<file path="src/design/soda_pkg.sv">
// Shared constants, codes and stage structures for the second-order dual arithmetic unit.
// Depends on nothing; every other design file but soda_if refers to it by scoped names.
package soda_pkg;

  localparam int FRAC_BITS = 16;
  localparam int Q_W       = 32;
  localparam int LANES     = 3;
  // Largest dividend magnitude (second-derivative numerator) and divisor magnitude (|g|^3).
  localparam int NUM_W     = 97;
  localparam int DEN_W     = 94;
  // Remainder width: holds divisor << Q_W and dividend << FRAC_BITS.
  localparam int DIV_W     = DEN_W + Q_W;

  localparam logic [1:0] ACT_ADD = 2'd0;
  localparam logic [1:0] ACT_SUB = 2'd1;
  localparam logic [1:0] ACT_MUL = 2'd2;
  localparam logic [1:0] ACT_DIV = 2'd3;

  localparam logic [1:0] ST_OK  = 2'd0;
  localparam logic [1:0] ST_SAT = 2'd1;
  localparam logic [1:0] ST_DZ  = 2'd2;

  // One result field on its way to the divider: either a finished magnitude
  // (q, ovf) or a dividend/divisor pair (div set).
  typedef struct packed {
    logic             div;
    logic             neg;
    logic             ovf;
    logic [Q_W-1:0]   q;
    logic [NUM_W-1:0] num;
    logic [DEN_W-1:0] den;
  } lane_t;

  typedef struct packed {
    logic                  vld;
    logic                  dz;
    lane_t [LANES-1:0]     lane;
  } item_t;

  typedef struct packed {
    logic           neg;
    logic           ovf;
    logic [Q_W-1:0] q;
  } qlane_t;

  typedef struct packed {
    logic                  vld;
    logic                  dz;
    qlane_t [LANES-1:0]    lane;
  } quot_t;

endpackage

</file>
<file path="src/design/soda_if.sv">


interface soda_out_if;
  logic               valid;
  logic               ready;
  logic signed [31:0] res_value;
  logic signed [31:0] res_first;
  logic signed [31:0] res_second;
  logic [1:0]         status;

  modport source (output valid, res_value, res_first, res_second, status, input ready);
  modport sink   (input valid, res_value, res_first, res_second, status, output ready);
endinterface

</file>
<file path="src/design/soda_back.sv">
// Result stage: sign, saturation and status, then an output register with a skid entry.
// Depends on soda_pkg and soda_out_if; en tells the pipeline it may advance.
module soda_back (
  input  logic            clk,
  input  logic            rst,
  input  soda_pkg::quot_t din,
  output logic            en,
  soda_out_if.source      rsp
);

  typedef struct packed {
    logic signed [31:0] res_value;
    logic signed [31:0] res_first;
    logic signed [31:0] res_second;
    logic [1:0]         status;
  } res_t;

  logic [31:0]                val [soda_pkg::LANES];
  logic [soda_pkg::LANES-1:0] sat;
  res_t                       settled, obuf, sbuf;
  logic                       ov, sv, push;

  always_comb begin
    for (int l = 0; l < soda_pkg::LANES; l++) begin
      if (din.lane[l].neg) begin
        sat[l] = din.lane[l].ovf | (din.lane[l].q > 32'h8000_0000);
        val[l] = sat[l] ? 32'h8000_0000 : 32'(-din.lane[l].q);
      end else begin
        sat[l] = din.lane[l].ovf | din.lane[l].q[31];
        val[l] = sat[l] ? 32'h7FFF_FFFF : din.lane[l].q;
      end
    end
    settled.res_value  = $signed(val[0]);
    settled.res_first  = $signed(val[1]);
    settled.res_second = $signed(val[2]);
    if (din.dz) begin
      settled.status = soda_pkg::ST_DZ;
    end else if (|sat) begin
      settled.status = soda_pkg::ST_SAT;
    end else begin
      settled.status = soda_pkg::ST_OK;
    end
  end

  assign en   = ~sv;
  assign push = en & din.vld;

  always_ff @(posedge clk) begin
    if (rst) begin
      ov <= 1'b0;
      sv <= 1'b0;
    end else if (sv) begin
      if (rsp.ready) begin
        obuf <= sbuf;
        sv   <= 1'b0;
      end
    end else if (push) begin
      if (ov && !rsp.ready) begin
        sbuf <= settled;
        sv   <= 1'b1;
      end else begin
        obuf <= settled;
        ov   <= 1'b1;
      end
    end else if (ov && rsp.ready) begin
      ov <= 1'b0;
    end
  end

  assign rsp.valid      = ov;
  assign rsp.res_value  = obuf.res_value;
  assign rsp.res_first  = obuf.res_first;
  assign rsp.res_second = obuf.res_second;
  assign rsp.status     = obuf.status;

  a_skid_behind_out: assert property (@(posedge clk) disable iff (rst) sv |-> ov)
    else $error("skid entry holds a transaction while the output register is empty");

  a_skid_hold: assert property (@(posedge clk) disable iff (rst)
    sv && !rsp.ready |=> sv && $stable(sbuf))
    else $error("skid entry lost or changed while the receiver stalls");

  a_dz_zero: assert property (@(posedge clk) disable iff (rst)
    ov && obuf.status == soda_pkg::ST_DZ |->
      obuf.res_value == 32'sd0 && obuf.res_first == 32'sd0 && obuf.res_second == 32'sd0)
    else $error("divide by zero result carries non-zero fields");

endmodule

</file>
<file path="src/flat_wrapper.sv">
// flat-port wrapper written by rule: the top's interface ports become plain ports
module soda_back_flat 
  (clk, rst, din, en, rsp_valid, rsp_res_value, rsp_res_first, rsp_res_second, rsp_status, rsp_ready);
  soda_out_if rsp_i ();
  input  logic clk;
  input  logic rst;
  input  soda_pkg::quot_t din;
  output logic en;
  output wire logic [$bits(rsp_i.valid)-1:0] rsp_valid;
  output wire logic [$bits(rsp_i.res_value)-1:0] rsp_res_value;
  output wire logic [$bits(rsp_i.res_first)-1:0] rsp_res_first;
  output wire logic [$bits(rsp_i.res_second)-1:0] rsp_res_second;
  output wire logic [$bits(rsp_i.status)-1:0] rsp_status;
  input wire logic [$bits(rsp_i.ready)-1:0] rsp_ready;
  assign rsp_valid = rsp_i.valid;
  assign rsp_res_value = rsp_i.res_value;
  assign rsp_res_first = rsp_i.res_first;
  assign rsp_res_second = rsp_i.res_second;
  assign rsp_status = rsp_i.status;
  assign rsp_i.ready = rsp_ready;
  soda_back u_core (.clk(clk), .rst(rst), .din(din), .en(en), .rsp(rsp_i));
endmodule
</file>
<file path="config.mk">
export PLATFORM = sky130hd
export DESIGN_NAME = soda_back_flat
export DESIGN_NICKNAME = d
export VERILOG_FILES = /design/src/design/soda_pkg.sv /design/src/design/soda_if.sv /design/src/design/soda_back.sv /design/src/flat_wrapper.sv
export SDC_FILE = /design/constraint.sdc
export NUM_CORES = 1
export LEC_CHECK = 0
export ABC_CLOCK_PERIOD_IN_PS = 13900
export BUFFER_PORTS_ARGS = -buffer_cell sky130_fd_sc_hd__buf_2
export CAP_MARGIN = 20
export CORE_ASPECT_RATIO = 1.25
export CORE_MARGIN = 2
export CORE_UTILIZATION = 55
export CTS_BUF_LIST = sky130_fd_sc_hd__clkbuf_4 sky130_fd_sc_hd__clkbuf_8
export DETAILED_ROUTE_END_ITERATION = 8
export GPL_ROUTABILITY_DRIVEN = 0
export PLACE_DENSITY_LB_ADDON = 0.05
export REMOVE_ABC_BUFFERS = 1
export SLEW_MARGIN = 10
export SYNTH_ARGS = -nofsm -noshare
export SYNTH_HDL_FRONTEND = slang
export SYNTH_SLANG_ARGS = --single-unit
</file>
<file path="constraint.sdc">
create_clock -name clk -period 13.9 [get_ports clk]
set_input_delay 2.085 -clock clk [delete_from_list [all_inputs] [get_ports clk]]
set_output_delay 2.085 -clock clk [all_outputs]
set_load 0.05 [all_outputs]
</file>
* Yosys cells after proc, flatten, opt, wreduce, memory -nomap -nowiden
Cells that the tools add are included.
** Word-level totals
- Register bits :: 198
- Latch bits :: 0
- Bits in writable memories :: 0
- Bits in read-only memories :: 0
- Input bits :: 107
- Output and inout bits :: 100
- Memories kept :: 0
** Cells by class
- Add/sub/neg operators :: 3
- Multipliers :: 0
- Div/mod/pow operators :: 0
- Order comparisons :: 3
- Equality and inequality tests :: 3
- Shift operators :: 0
- Mux-type cells :: 25
- Bitwise logic cells :: 9
- Reduce and logical (&&, ||, !) cells :: 9
** Operator list (number)
- two-way mux 98 bit :: 4
- two-way mux 32 bit :: 9
- greater-than comparator 32 bit, second input constant :: 3
- negation 32 bit :: 3
- two-way mux 1 bit :: 11
- AND reduction 4 bit :: 2
- bitwise OR 1 bit :: 6
- inequality test 2 bit, second input constant :: 2
- nonzero test 2 bit :: 2
- AND reduction 3 bit :: 1
- OR reduction 3 bit :: 1
- logical AND 1 bit :: 2
- two-way mux 2 bit :: 1
- inequality test 2 x 1 -> 1 bit, second input constant :: 1
- inverter 1 bit :: 2
- bitwise AND 1 bit :: 1
- logical NOT 1 bit :: 1

* Logic depth before layout (Yosys ltp)
Gate-level depths: netlist of the first run.
- Depth in word-level cells :: 9
- Gate-level depth with buffers :: 10
- Gate-level depth less buffers :: 8

* Worst setup path before layout of the first run
No wires, ideal clock.
- Path kind :: input-to-reg
- From :: input port rst
- To :: register u_core.obuf, in the netlist u_core.rsp.res_first[0] (enable)
- Arrival :: 8.871 ns
- Data required time :: 13.224 ns
- Slack :: 4.353 ns
- Stages on the path :: 1
- Buffers on the path :: 0
- Path through :: nor3_1
** On the way
- Cells in the longest elaborated chain, start to end :: 2
** Ends and longest elaborated chain
- start, declared :: RTL line flat_wrapper.sv:6 : input logic rst;
- inverter 1 bit (no line)
- AND reduction 4 bit (no line)
- end signal, assigned :: RTL line soda_back.sv:54 : obuf <= sbuf;
- end signal, assigned :: RTL line soda_back.sv:62 : obuf <= settled;
- end, declared :: RTL line soda_back.sv:20 : res_t settled, obuf, sbuf;
No other way between the ends.
A chain may end at the register's enable or synchronous reset.

==> summary.md, run 1 <==
| Metric | Value |
|---|---|
| Filler cells | 1669 |
| Summed negative setup slack over all endpoints | 0 ns |
| Post_cts resized | 0 |
| Relative slew slack | 35.9% |
| Global-route wire length before repair | 44.8 mm |
| Vertical extent of the die | 161 µm |
| Clock transition at the register clock pins on the worst setup and hold paths after CTS | 0.10 ns |
| Inserted Clock Buffers | 17 |
| First-pass iteration count of the detailed router | 5 |
| Main synth FF type | edfxtp_1 |
| Kind of start point of the critical path | primary input |
| Commonest cells after routing, fill and taps aside | 206 x buf_2, 196 x edfxtp_1, 120 x nor2_1 |
| Number of enable flip-flop cells after synthesis | 196 |
| TritonCTS sink count | 198 |
| Slowest cell delay on critical path | 0.80 ns |
| Area growth from synthesis to final layout | 15.2% |
| IR Drop Worst-Case VDD | 0.0570 mV |
| Synthesized netlist cell count | 1055 |
| Pin count of the biggest net entering global routing | 68 |
| Port-buffer cells | 206 |
| Total track usage | 27.4% |
| Cell Count, Final, Fillers Out | 1513 |
| Share of the yosys chip area belonging to registers | 54.3% |
| Total of max-cap violations | 0 |
| Slowest stage cell on the critical path | nor3_2 |
| Overflow after GRT | 0 |
| Non-Filler Cell Area, Final | 12600 µm² |
| Largest delay share family, worst path | buffers and inverters |
| Critical Path Fanout Max | 49 |
| Die area | 21000 µm² |
| Vias per cell | 6.18 |
| Register Area | 5930 µm² |
| Post-synth top area cell | edfxtp_1 |
| Maximum clock frequency | 203 MHz |
| Clock insertion delay at the later pin of the skew report | 0.47 ns |
| Final setup skew | 0.0143 ns |
| RSZ-0062 raised after global routing | no |
| Arrival time worst endpoint | 5.16 ns |
| Pins over their slew limit | 0 |
| Result of the run | finished clean |
| Area after DPL | 12100 µm² |
| Total Wirelength | 28.6 mm |
| Area of the core region | 19500 µm² |
| Initial drt markers | 901 |
| PwrDens | 104 nW/µm² |
| Commonest non-fill, non-tap cell in the layout | buf_2 |
| Critical path start-end classification | in2reg |
| Nature of the critical path endpoint | flop |
| Number of flip-flops and latches in the synthesized netlist | 198 |
| HPWL after detailed placement | 19.6 mm |
| Multi-input gate area in the final layout | 4650 µm² |
| Per-cell routed wire length | 18.9 µm |
| Setup violations, final | 0 |
| Top Ports | 207 |
| Number of hold buffers added after CTS | 0 |
| Post-synth top area share | 54.0% |
| Number of global-route vias before repair | 8659 |
| Distinct cell type count of the synthesized netlist | 77 |
| Final period utilization | 35.4% |
| Reg-to-reg critical path startpoint | u_core.sv |
| Number of failing hold endpoints at the final stage | 0 |
| Clock H-tree levels | 4 |
| Placed Cells incl. Taps | 1477 |
| Worst endpoint required time | 14.14 ns |
| Average size of a mapped cell | 10.3 µm² |
| Residual DRC count | 0 |
| Initial Utilization | 56.0% |
| Die Width | 130 µm |
| Asr flop ratio synth | 0% |
| CTS Root Cell | clkbuf_8 |
| Warnings from Yosys | 0 |
| Leak pwr | 4.43 nW |
| Actual slew at the worst max-slew pin | 0.957 ns |
| HP Start | u_core.sbuf[87] |
| Fraction of final layout cells sized beyond drive strength 1 | 26.7% |
| Type of the worst min-delay path | reg2reg |
| Leading cell types by total area after synthesis | edfxtp_1 54%, a21oi_1 4.5%, mux2_2 4.2% |
| Cell area after technology mapping | 10900 µm² |
| Postcts setup bufs | 0 |
| Clock tree from TritonCTS | done |
| WP buf/inv | 3 |
| Critical Path Source | din[67] |
| DRT antenna net count | 0 |
| Number of placement rows | 57 |
| DR vias | 9354 |
| Initial antenna violation count | 4 |
| Net count of the finished layout | 1341 |
| Cell-by-cell listing of the critical path | buf_2, clkinv_1, nor3_2, buf_4, a311oi_2, mux2_2 |
| Final critical path time including I/O delays and setup | 4.93 ns |
| Max clock buf depth | 2 |
==> report_power, final <==
part	leakage, nW	total (mW)	switching (mW)	internal (mW)
sequential	1.82	0.695	0.00748	0.688
combinational	2.41	0.228	0.161	0.0669
clock	0.202	0.378	0.225	0.153
==> tightest hold or removal path: stages, from the launching register on <==
cell      delay [ns]
edfxtp_1        0.33
nand2_1         0.05
o31ai_1         0.05
==> path summary, 6_finish.rpt <==
path / endpoint / depth (start not counted) / slack (ns)
max: u_core.rsp.res_first[10] / 6 / 8.97
min: u_core.rsp.res_value[21] / 2 / 0.53
max reg2reg: u_core.rsp.res_value[5] / 4 / 11.02
min reg2reg: u_core.rsp.res_value[21] / 2 / 0.53
==> state kept, by name, indices dropped and copies added, names as in the netlist <==
name                   flops
u_core.rsp.status          2
u_core.rsp.res_value      32
u_core.sv                  1
u_core.rsp.res_second     32
u_core.rsp.valid           1
u_core.rsp.res_first      32
u_core.sbuf               98
==> area by class of cell <==
class | count | area share, %
clock inverter | 14 | 1.29
inverter | 28 | 0.837
tap | 265 | 2.64
timing repair buffer | 220 | 9.04
sequential | 198 | 47.2
multi-input combinational | 766 | 37.0
clock buffer | 18 | 1.92
antenna | 4 | 0.0797
==> layer usage <==
| metal | part of all wire [%] | global-route usage [%] | wire, µm |
|---|---|---|---|
| met5 | 0 | 0 | 0 |
| met4 | 2.9 | 11.4 | 820 |
| met3 | 6.9 | 5.17 | 1960 |
| met1 | 42 | 36.7 | 12100 |
| met2 | 48 | 43.7 | 13700 |
==> cells in the mapped netlist, drive strengths merged, types with 5 or more instances <==
library cell,number
a211oi,12
a21o,6
a21oi,98
a221oi,8
a311oi,10
a31oi,17
and3,6
buf,15
clkbuf,48
edfxtp,196
inv,27
mux2,41
nand2,113
nand2b,5
nand3,19
nand3b,5
nand4,12
nor2,120
nor2b,6
nor3,61
nor4,24
o21ai,44
o22ai,19
o311ai,5
o31ai,26
o41ai,11
or2,9
or3,6
or4,15
==> cell families after synthesis <==
family / after synthesis / share of synthesized area, %
multiplexers: 45 / 4.60
XOR/XNOR: 6 / 0.482
adder cells (fa/ha/maj): 3 / 0.344
AND/OR/NAND/NOR: 421 / 19.3
AO/OA/AOI/OAI: 291 / 17.7
buffers and inverters: 91 / 3.22
flip-flops: 198 / 54.3
==> through the flow <==
stage | hold slack, ns | total power, mW | setup WS [ns] | utilization, %
final | 0.534 | 1.30 | 8.97 | 64.5
after global routing | 0.565 | 1.35 | 8.82 | 64.5
after CTS | 0.533 | 1.31 | 9.05 | 64.5
after detailed placement | 0.512 | 0.935 | 8.54 | 62.4
after global placement | 0.504 | 0.932 | 8.59 | 62.4
after floorplan | 0.493 | 0.857 | 4.35 | -
(Power assumes the default switching activity.)
==> inputs of run 2 (changes only) <==
--- a/config.mk
+++ b/config.mk
@@ -5,12 +5,13 @@
 export SDC_FILE = /design/constraint.sdc
 export NUM_CORES = 1
 export LEC_CHECK = 0
-export ABC_CLOCK_PERIOD_IN_PS = 13900
+export ABC_AREA = 1
+export ABC_CLOCK_PERIOD_IN_PS = 4100
 export BUFFER_PORTS_ARGS = -buffer_cell sky130_fd_sc_hd__buf_2
 export CAP_MARGIN = 20
 export CORE_ASPECT_RATIO = 1.25
 export CORE_MARGIN = 2
-export CORE_UTILIZATION = 55
+export CORE_UTILIZATION = 53
 export CTS_BUF_LIST = sky130_fd_sc_hd__clkbuf_4 sky130_fd_sc_hd__clkbuf_8
 export DETAILED_ROUTE_END_ITERATION = 8
 export GPL_ROUTABILITY_DRIVEN = 0
==> constraint.sdc (replaced) <==
create_clock -name clk -period 4.1 [get_ports clk]
set_input_delay 0.615 -clock clk [delete_from_list [all_inputs] [get_ports clk]]
set_output_delay 0.615 -clock clk [all_outputs]
set_load 0.05 [all_outputs]
==> run 2 against run 1 <==
Net effect: register-to-register slack lost 9.3 ns; via count grew 7.7%; clock-buffer cell count is the same; non-clock buffer count shrank 3; die area grew 9.9%; sequential share of layout area shrank 2.4 points; critical path depth shrank 3; highest routed layer unchanged.
==> summary.md, run 2 <==
| Metric | Value |
|---|---|
| Reported net switching power | 1.38 mW (+250%) |
| Maximum clock frequency | 365 MHz |
| Fraction of final layout cells sized beyond drive strength 1 | 20.5% (-6.2 points) |
| Cell area after technology mapping | 11600 µm² (+6.2%) |
| Leak pwr | 5.43 nW (+22%) |
| PwrDens | 335 nW/µm² (+220%) |
| Max clock buf depth | 2 (unchanged) |
| Pin count of the biggest net entering global routing | 99 (+46%) |
| Area of the core region | 21500 µm² (+10%) |
| Net Sw Frac | 31.1% (+0.88 points) |
| Kind of start point of the critical path | flop |
| Distinct cell type count of the synthesized netlist | 31 (-60%) |
| Global routing met1 resource utilization | 34.9% (-1.7 points) |
| Inserted Clock Buffers | 17 (unchanged) |
| CTS Root Cell | clkbuf_8 |
| Pins over their slew limit | 0 (unchanged) |
| Number of global-route vias before repair | 9408 (+8.6%) |
| Most utilized layer in the global route result | met2 |
| Relative slew slack | 37.3% (+1.4 points) |
| Total track usage | 26.2% (-1.2 points) |
| Worst-case setup margin in the final layout | 1.36 ns (-7.61 ns) |
| Residual DRC count | 0 (unchanged) |
| Asr flop ratio synth | 0% (unchanged) |
| Net count of the finished layout | 1697 (+27%) |
| Result of the run | finished clean |
| Initial Utilization | 53.9% (-2.1 points) |
| Arrival time worst endpoint | 2.12 ns (-3.04 ns) |
| HPWL after detailed placement | 21.0 mm (+7.2%) |
| Setup violations, final | 0 (unchanged) |
| Type of the worst min-delay path | in2reg |
| Final setup skew | 0.0178 ns (+0.00356 ns) |
| Commonest cells after routing, fill and taps aside | 496 x nand2_1, 206 x buf_2, 196 x edfxtp_1 |
| Global-route wire length before repair | 47.2 mm (+5.4%) |
| Average size of a mapped cell | 8.23 µm² (-20%) |
| Main synth FF type | edfxtp_1 |
| HP Start | din[102] |
| Clock insertion delay at the later pin of the skew report | 0.49 ns (+0.02 ns) |
| Cell Count, Final, Fillers Out | 1880 (+24%) |
| Per-cell routed wire length | 15.8 µm (-17%) |
| Number of hold buffers added after CTS | 0 (unchanged) |
| Vertical extent of the die | 169 µm (+4.9%) |
| Initial drt markers | 725 (-20%) |
| Die area | 23100 µm² (+9.9%) |
| Initial antenna violation count | 1 (-3) |
| Most frequent cells after synthesis | 496 x nand2_1, 196 x edfxtp_1, 192 x nor2_1 |
| Postcts setup bufs | 0 (unchanged) |
| Die Width | 136 µm (+4.8%) |
| Met3 GRT Util | 3.55% (-1.6 points) |
| Combinational share of power | 17.6% (about the same) |
| Number of enable flip-flop cells after synthesis | 196 (unchanged) |
| Share of the yosys chip area belonging to registers | 51.2% (-3.2 points) |
| Critical path start-end classification | reg2out |
| Final critical path time including I/O delays and setup | 2.74 ns |
| First-pass iteration count of the detailed router | 6 (+1) |
| Clock transition at the register clock pins on the worst setup and hold paths after CTS | 0.10 ns (about the same) |
| Nature of the critical path endpoint | output port |
| Overflow after GRT | 0 (unchanged) |
| TritonCTS sink count | 198 (unchanged) |
| Number of flip-flops and latches in the synthesized netlist | 198 (unchanged) |
| Reg-to-reg critical path startpoint | u_core.sv |
| Reg-to-reg endpoint | u_core.sbuf[42] |
| Warnings from Yosys | 0 (unchanged) |
| Worst slack after detailed placement | 1.10 ns (-7.44 ns) |
| Leading cell types by total area after synthesis | edfxtp_1 51%, nand2_1 16%, nor2_1 6.2% |
| Total Wirelength | 29.6 mm (+3.6%) |
| Clock tree from TritonCTS | done |
| Dominant cell by count in the synthesized netlist | nand2_1 |
| DR vias | 10070 (+7.7%) |
| IR Drop Worst-Case VDD | 0.209 mV (+270%) |
| Sequential Power Share | 53.1% (-0.3 points) |
| Commonest non-fill, non-tap cell in the layout | nand2_1 |
| Clock power share | 29.3% (+0.3 points) |
| Vias per cell | 5.36 (-13%) |
| DRT antenna net count | 0 (unchanged) |
| Register with the most flip-flops | u_core.sbuf |
| Number of failing hold endpoints at the final stage | 0 (unchanged) |
| Area growth from synthesis to final layout | 14.2% |
| R2r worst-path depth | 4 (unchanged) |
| Hold Crit Endpoint | u_core.sbuf[1] |
| Clock H-tree levels | 4 (unchanged) |
| Number of placement rows | 60 (+5.3%) |
| Critical Path Fanout Max | 44 (-10%) |
| Total of max-cap violations | 0 (unchanged) |
| GR Util met2 | 43.3% (-0.43 points) |
| Post-synth top area cell | edfxtp_1 |
| Cells on Worst Hold Path | 1 (-1) |
| Port-buffer cells | 206 (unchanged) |
| Internal reg-to-reg setup slack | 1.70 ns (-9.32 ns) |
| Largest register FFs | 98 (unchanged) |
| Post-synth top area share | 50.8% (-3.2 points) |
| Top Ports | 207 (unchanged) |
| RSZ-0062 raised after global routing | no |
| Placed Cells incl. Taps | 1846 (+25%) |
| Power Internal | 3.05 mW (+240%) |
| Worst endpoint required time | 3.48 ns (-10.66 ns) |
| Post_cts resized | 0 (unchanged) |
| Overall power after layout | 4.43 mW (+240%) |
| Synthesized netlist cell count | 1408 (+33%) |
| Final period utilization | 66.8% |
| Actual slew at the worst max-slew pin | 0.940 ns (-0.0173 ns) |
run 2: kinds of logic after synthesis:
logic type / Yosys count / share of synthesized area [%]
adders and majority gates: 3 / 0.324
AOI/OAI and AO/OA: 161 / 8.08
xor gates and xnor gates: 50 / 3.78
and+or+nand+nor: 859 / 31.7
buffers and inverters: 137 / 4.96
DFF: 198 / 51.2
run 2: final cells by class:
class | instances | area [µm²]
flip-flops and latches | 198 | 5930
inverters | 80 | 302
multi-input cells | 1073 | 5090
fillers | 2016 | 8240
well taps | 279 | 349
clock inverters | 14 | 164
repair buffers | 217 | 1150
diodes | 1 | 2.50
clock buffers | 18 | 241
run 2: layer usage:
metal  wire, µm  share of wire (%)
met1      12900                 44
met2      14000                 47
met3       1660                5.6
met4       1010                3.4
met5          0                  0
run 2: power by group through the flow:
| stage | logic, mW | registers (mW) | clock network, mW |
|---|---|---|---|
| after floorplan | 0.313 | 2.60 | 0 |
| final | 0.781 | 2.35 | 1.30 |
| after global placement | 0.772 | 2.40 | 0 |
| after detailed placement | 0.779 | 2.40 | 0 |
| after global routing | 0.860 | 2.36 | 1.38 |
| after CTS | 0.781 | 2.35 | 1.32 |
run 2: worst max-delay path by stage:
stage	cells past startpoint	start	endpoint	slack, ns
after floorplan	3	u_core.sv	u_core.rsp.res_first[0]	-6.65
after global placement	13	din[34]	u_core.rsp.res_first[3]	1.18
after detailed placement	13	din[34]	u_core.rsp.res_first[5]	1.10
after CTS	3	u_core.sv	en	1.32
after global routing	3	u_core.sv	en	1.23
final	3	u_core.sv	en	1.36
run 2: through the flow:
step                      hold WS [ns]  cell area [µm²]   TNS, ns  util [%]
after CTS                        0.323            13200         0      61.5
after floorplan                  0.491            11300  -1065.38         -
after global routing             0.336            13200         0      61.6
after global placement           0.496            12800         0      59.6
after detailed placement         0.501            12800         0      59.6
final                            0.353            13200         0      61.6
run 2: worst max-delay path, stage by stage (launching register included):
cell	delay, ns
dfxtp_2	0.34
clkinv_2	0.40
buf_4	0.51
buf_2	0.35
==> inputs of run 3 (changes only) <==
--- a/config.mk
+++ b/config.mk
@@ -5,13 +5,13 @@
 export SDC_FILE = /design/constraint.sdc
 export NUM_CORES = 1
 export LEC_CHECK = 0
-export ABC_AREA = 1
-export ABC_CLOCK_PERIOD_IN_PS = 4100
+export ABC_AREA = 0
+export ABC_CLOCK_PERIOD_IN_PS = 2500
 export BUFFER_PORTS_ARGS = -buffer_cell sky130_fd_sc_hd__buf_2
 export CAP_MARGIN = 20
 export CORE_ASPECT_RATIO = 1.25
 export CORE_MARGIN = 2
-export CORE_UTILIZATION = 53
+export CORE_UTILIZATION = 52
 export CTS_BUF_LIST = sky130_fd_sc_hd__clkbuf_4 sky130_fd_sc_hd__clkbuf_8
 export DETAILED_ROUTE_END_ITERATION = 8
 export GPL_ROUTABILITY_DRIVEN = 0
==> constraint.sdc (replaced) <==
create_clock -name clk -period 2.5 [get_ports clk]
set_input_delay 0.375 -clock clk [delete_from_list [all_inputs] [get_ports clk]]
set_output_delay 0.375 -clock clk [all_outputs]
set_load 0.05 [all_outputs]
==> run 3 against run 2 <==
Net effect: worst hold slack got worse by 0.27 ns; design area rose by 4.8%; total power rose by 66%; sequential share of layout area fell by 2.0 points; register-to-register slack got worse by 1.1 ns.
==> summary.md, run 3 (synthesized netlist as in run 1, its figures left out) <==
| Metric | Value |
|---|---|
| Result of the run | finished clean |
| Non-Filler Cell Area, Final | 13900 µm² (+4.8%) |
| HPWL after detailed placement | 21.8 mm (+4.1%) |
| Type of the worst min-delay path | in2reg |
| CTS Root Cell | clkbuf_8 |
| Per-cell routed wire length | 18.1 µm (+15%) |
| Largest register FFs | 98 (unchanged) |
| Slowest stage cell on the critical path | or4_1 |
| Area after DPL | 13500 µm² (+5.1%) |
| Clock insertion delay at the later pin of the skew report | 0.48 ns (about the same) |
| Placed Cells incl. Taps | 1640 (-11%) |
| Final critical path time including I/O delays and setup | 2.32 ns |
| R2r worst-path depth | 3 (-1) |
| Arrival time worst endpoint | 2.63 ns (+0.51 ns) |
| Fraction of final layout cells sized beyond drive strength 1 | 34.8% (+14 points) |
| Total track usage | 27.2% (+1.1 points) |
| Net count of the finished layout | 1495 (-12%) |
| Final period utilization | 92.7% |
| Residual DRC count | 0 (unchanged) |
| Reg-to-reg critical path startpoint | u_core.sv |
| Postcts setup bufs | 0 (unchanged) |
| Total of max-cap violations | 0 (unchanged) |
| Critical path start-end classification | in2reg |
| Cell-by-cell listing of the critical path | buf_2, or4_1, or4_4, nor4_4, buf_4, a21bo_1, a31oi_1, o31ai_2 |
| Cell Count, Final, Fillers Out | 1674 (-11%) |
| Inserted Clock Buffers | 17 (unchanged) |
| Internal reg-to-reg setup slack | 0.56 ns (-1.14 ns) |
| Number of global-route vias before repair | 9504 (+1.0%) |
| Final setup skew | 0.0151 ns (-0.00271 ns) |
| Top Ports | 207 (unchanged) |
| Commonest cells after routing, fill and taps aside | 206 x buf_2, 196 x edfxtp_1, 157 x buf_4 |
| Post-layout util | 67.0% (+5.4 points) |
| Overflow after GRT | 0 (unchanged) |
| Number of hold buffers added after CTS | 0 (unchanged) |
| Initial Utilization | 52.8% (-1.2 points) |
| Area growth from synthesis to final layout | 27.1% |
| Critical Path Fanout Max | 4 (-91%) |
| Maximum clock frequency | 432 MHz |
| Nature of the critical path endpoint | flop |
| Reg-to-reg endpoint | u_core.sbuf[70] |
| Setup violations, final | 0 (unchanged) |
| RSZ-0062 raised after global routing | no |
| Global-route wire length before repair | 48.2 mm (+2.1%) |
| Cells on Worst Hold Path | 2 (+1) |
| Hold Crit Endpoint | u_core.rsp.valid |
| HP Start | rst |
| Largest delay share family, worst path | simple AND/OR/NAND/NOR gates |
| Die area | 22200 µm² (-3.9%) |
| Die Width | 134 µm (-2.0%) |
| IR Drop Worst-Case VDD | 0.311 mV (+48%) |
| Overall power after layout | 7.35 mW (+66%) |
| DRT antenna net count | 0 (unchanged) |
| Number of placement rows | 59 (-1.7%) |
| PwrDens | 530 nW/µm² (+58%) |
| DR vias | 9918 (-1.5%) |
| Relative slew slack | 44.0% (+6.7 points) |
| Post_cts resized | 0 (unchanged) |
| Vias per cell | 5.92 (+11%) |
| Vertical extent of the die | 166 µm (-2.0%) |
| Initial antenna violation count | 2 (+1) |
| Worst-case setup margin in the final layout | 0.184 ns (-1.18 ns) |
| Worst endpoint required time | 2.81 ns (-0.67 ns) |
| Clock H-tree levels | 4 (unchanged) |
| First-pass iteration count of the detailed router | 5 (-1) |
| Area of the core region | 20700 µm² (-3.7%) |
| WP buf/inv | 2 (-1) |
| Slowest cell delay on critical path | 0.59 ns (+0.08 ns) |
| Clock tree from TritonCTS | done |
| Clock transition at the register clock pins on the worst setup and hold paths after CTS | 0.11 ns (about the same) |
| Leak pwr | 5.24 nW (-3.5%) |
| Initial drt markers | 868 (+20%) |
| Commonest non-fill, non-tap cell in the layout | buf_2 |
| Actual slew at the worst max-slew pin | 0.839 ns (-0.102 ns) |
| Worst hold slack | 0.0803 ns (-0.273 ns) |
| Pins over their slew limit | 0 (unchanged) |
| Max clock buf depth | 2 (unchanged) |
| Kind of start point of the critical path | primary input |
| Worst slack after detailed placement | -0.513 ns (-1.61 ns) |
| Port-buffer cells | 206 (unchanged) |
| Number of failing hold endpoints at the final stage | 0 (unchanged) |
| Summed negative setup slack over all endpoints | 0 ns (unchanged) |
| Pin count of the biggest net entering global routing | 56 (-43%) |
| Register with the most flip-flops | u_core.sbuf |
| TritonCTS sink count | 198 (unchanged) |
| Total Wirelength | 30.3 mm (+2.2%) |
[run 3: cell type report]
type                            count  area, µm²
Clock inverter                     14        150
Timing Repair Buffer              374       2430
Fill cell                        1714       6810
Inverter                           28        105
Multi-Input combinational cell    766       4650
Sequential cell                   198       5930
Tap cell                          274        343
Clock buffer                       18        241
Antenna cell                        2       5.00
[run 3: power by group]
part / switching [mW] / leakage (nW) / internal (mW)
Combinational: 0.936 / 3.21 / 0.502
Sequential: 0.0412 / 1.82 / 3.82
Clock: 1.28 / 0.202 / 0.768
[run 3: worst max-delay path by stage]
| stage | startpoint | endpoint | slack [ns] | depth (start not counted) |
|---|---|---|---|---|
| floorplan | u_core.sv | u_core.rsp.res_first[0] | -6.77 | 2 |
| global placement | din[34] | u_core.rsp.res_first[17] | -0.43 | 10 |
| detailed placement | din[34] | u_core.rsp.res_first[17] | -0.51 | 10 |
| CTS | din[34] | u_core.rsp.res_first[17] | 0.02 | 10 |
| global route | din[44] | u_core.rsp.res_first[26] | 0.07 | 8 |
| finish | din[44] | u_core.rsp.res_first[26] | 0.18 | 8 |
[run 3: metal layers]
metal  global-route usage (%)  routed length (µm)
met3                     4.06                2020
met4                     9.48                 710
met2                     47.0               15300
met1                     35.0               12300
met5                        0                   0
[run 3: worst reg2reg max path: cells and delay by family, from the launching register on]
kind / cells / cell delay (ns)
flip-flops: 1 / 0.50
AND/OR/NAND/NOR: 2 / 0.79
buffers and inverters: 1 / 0.31
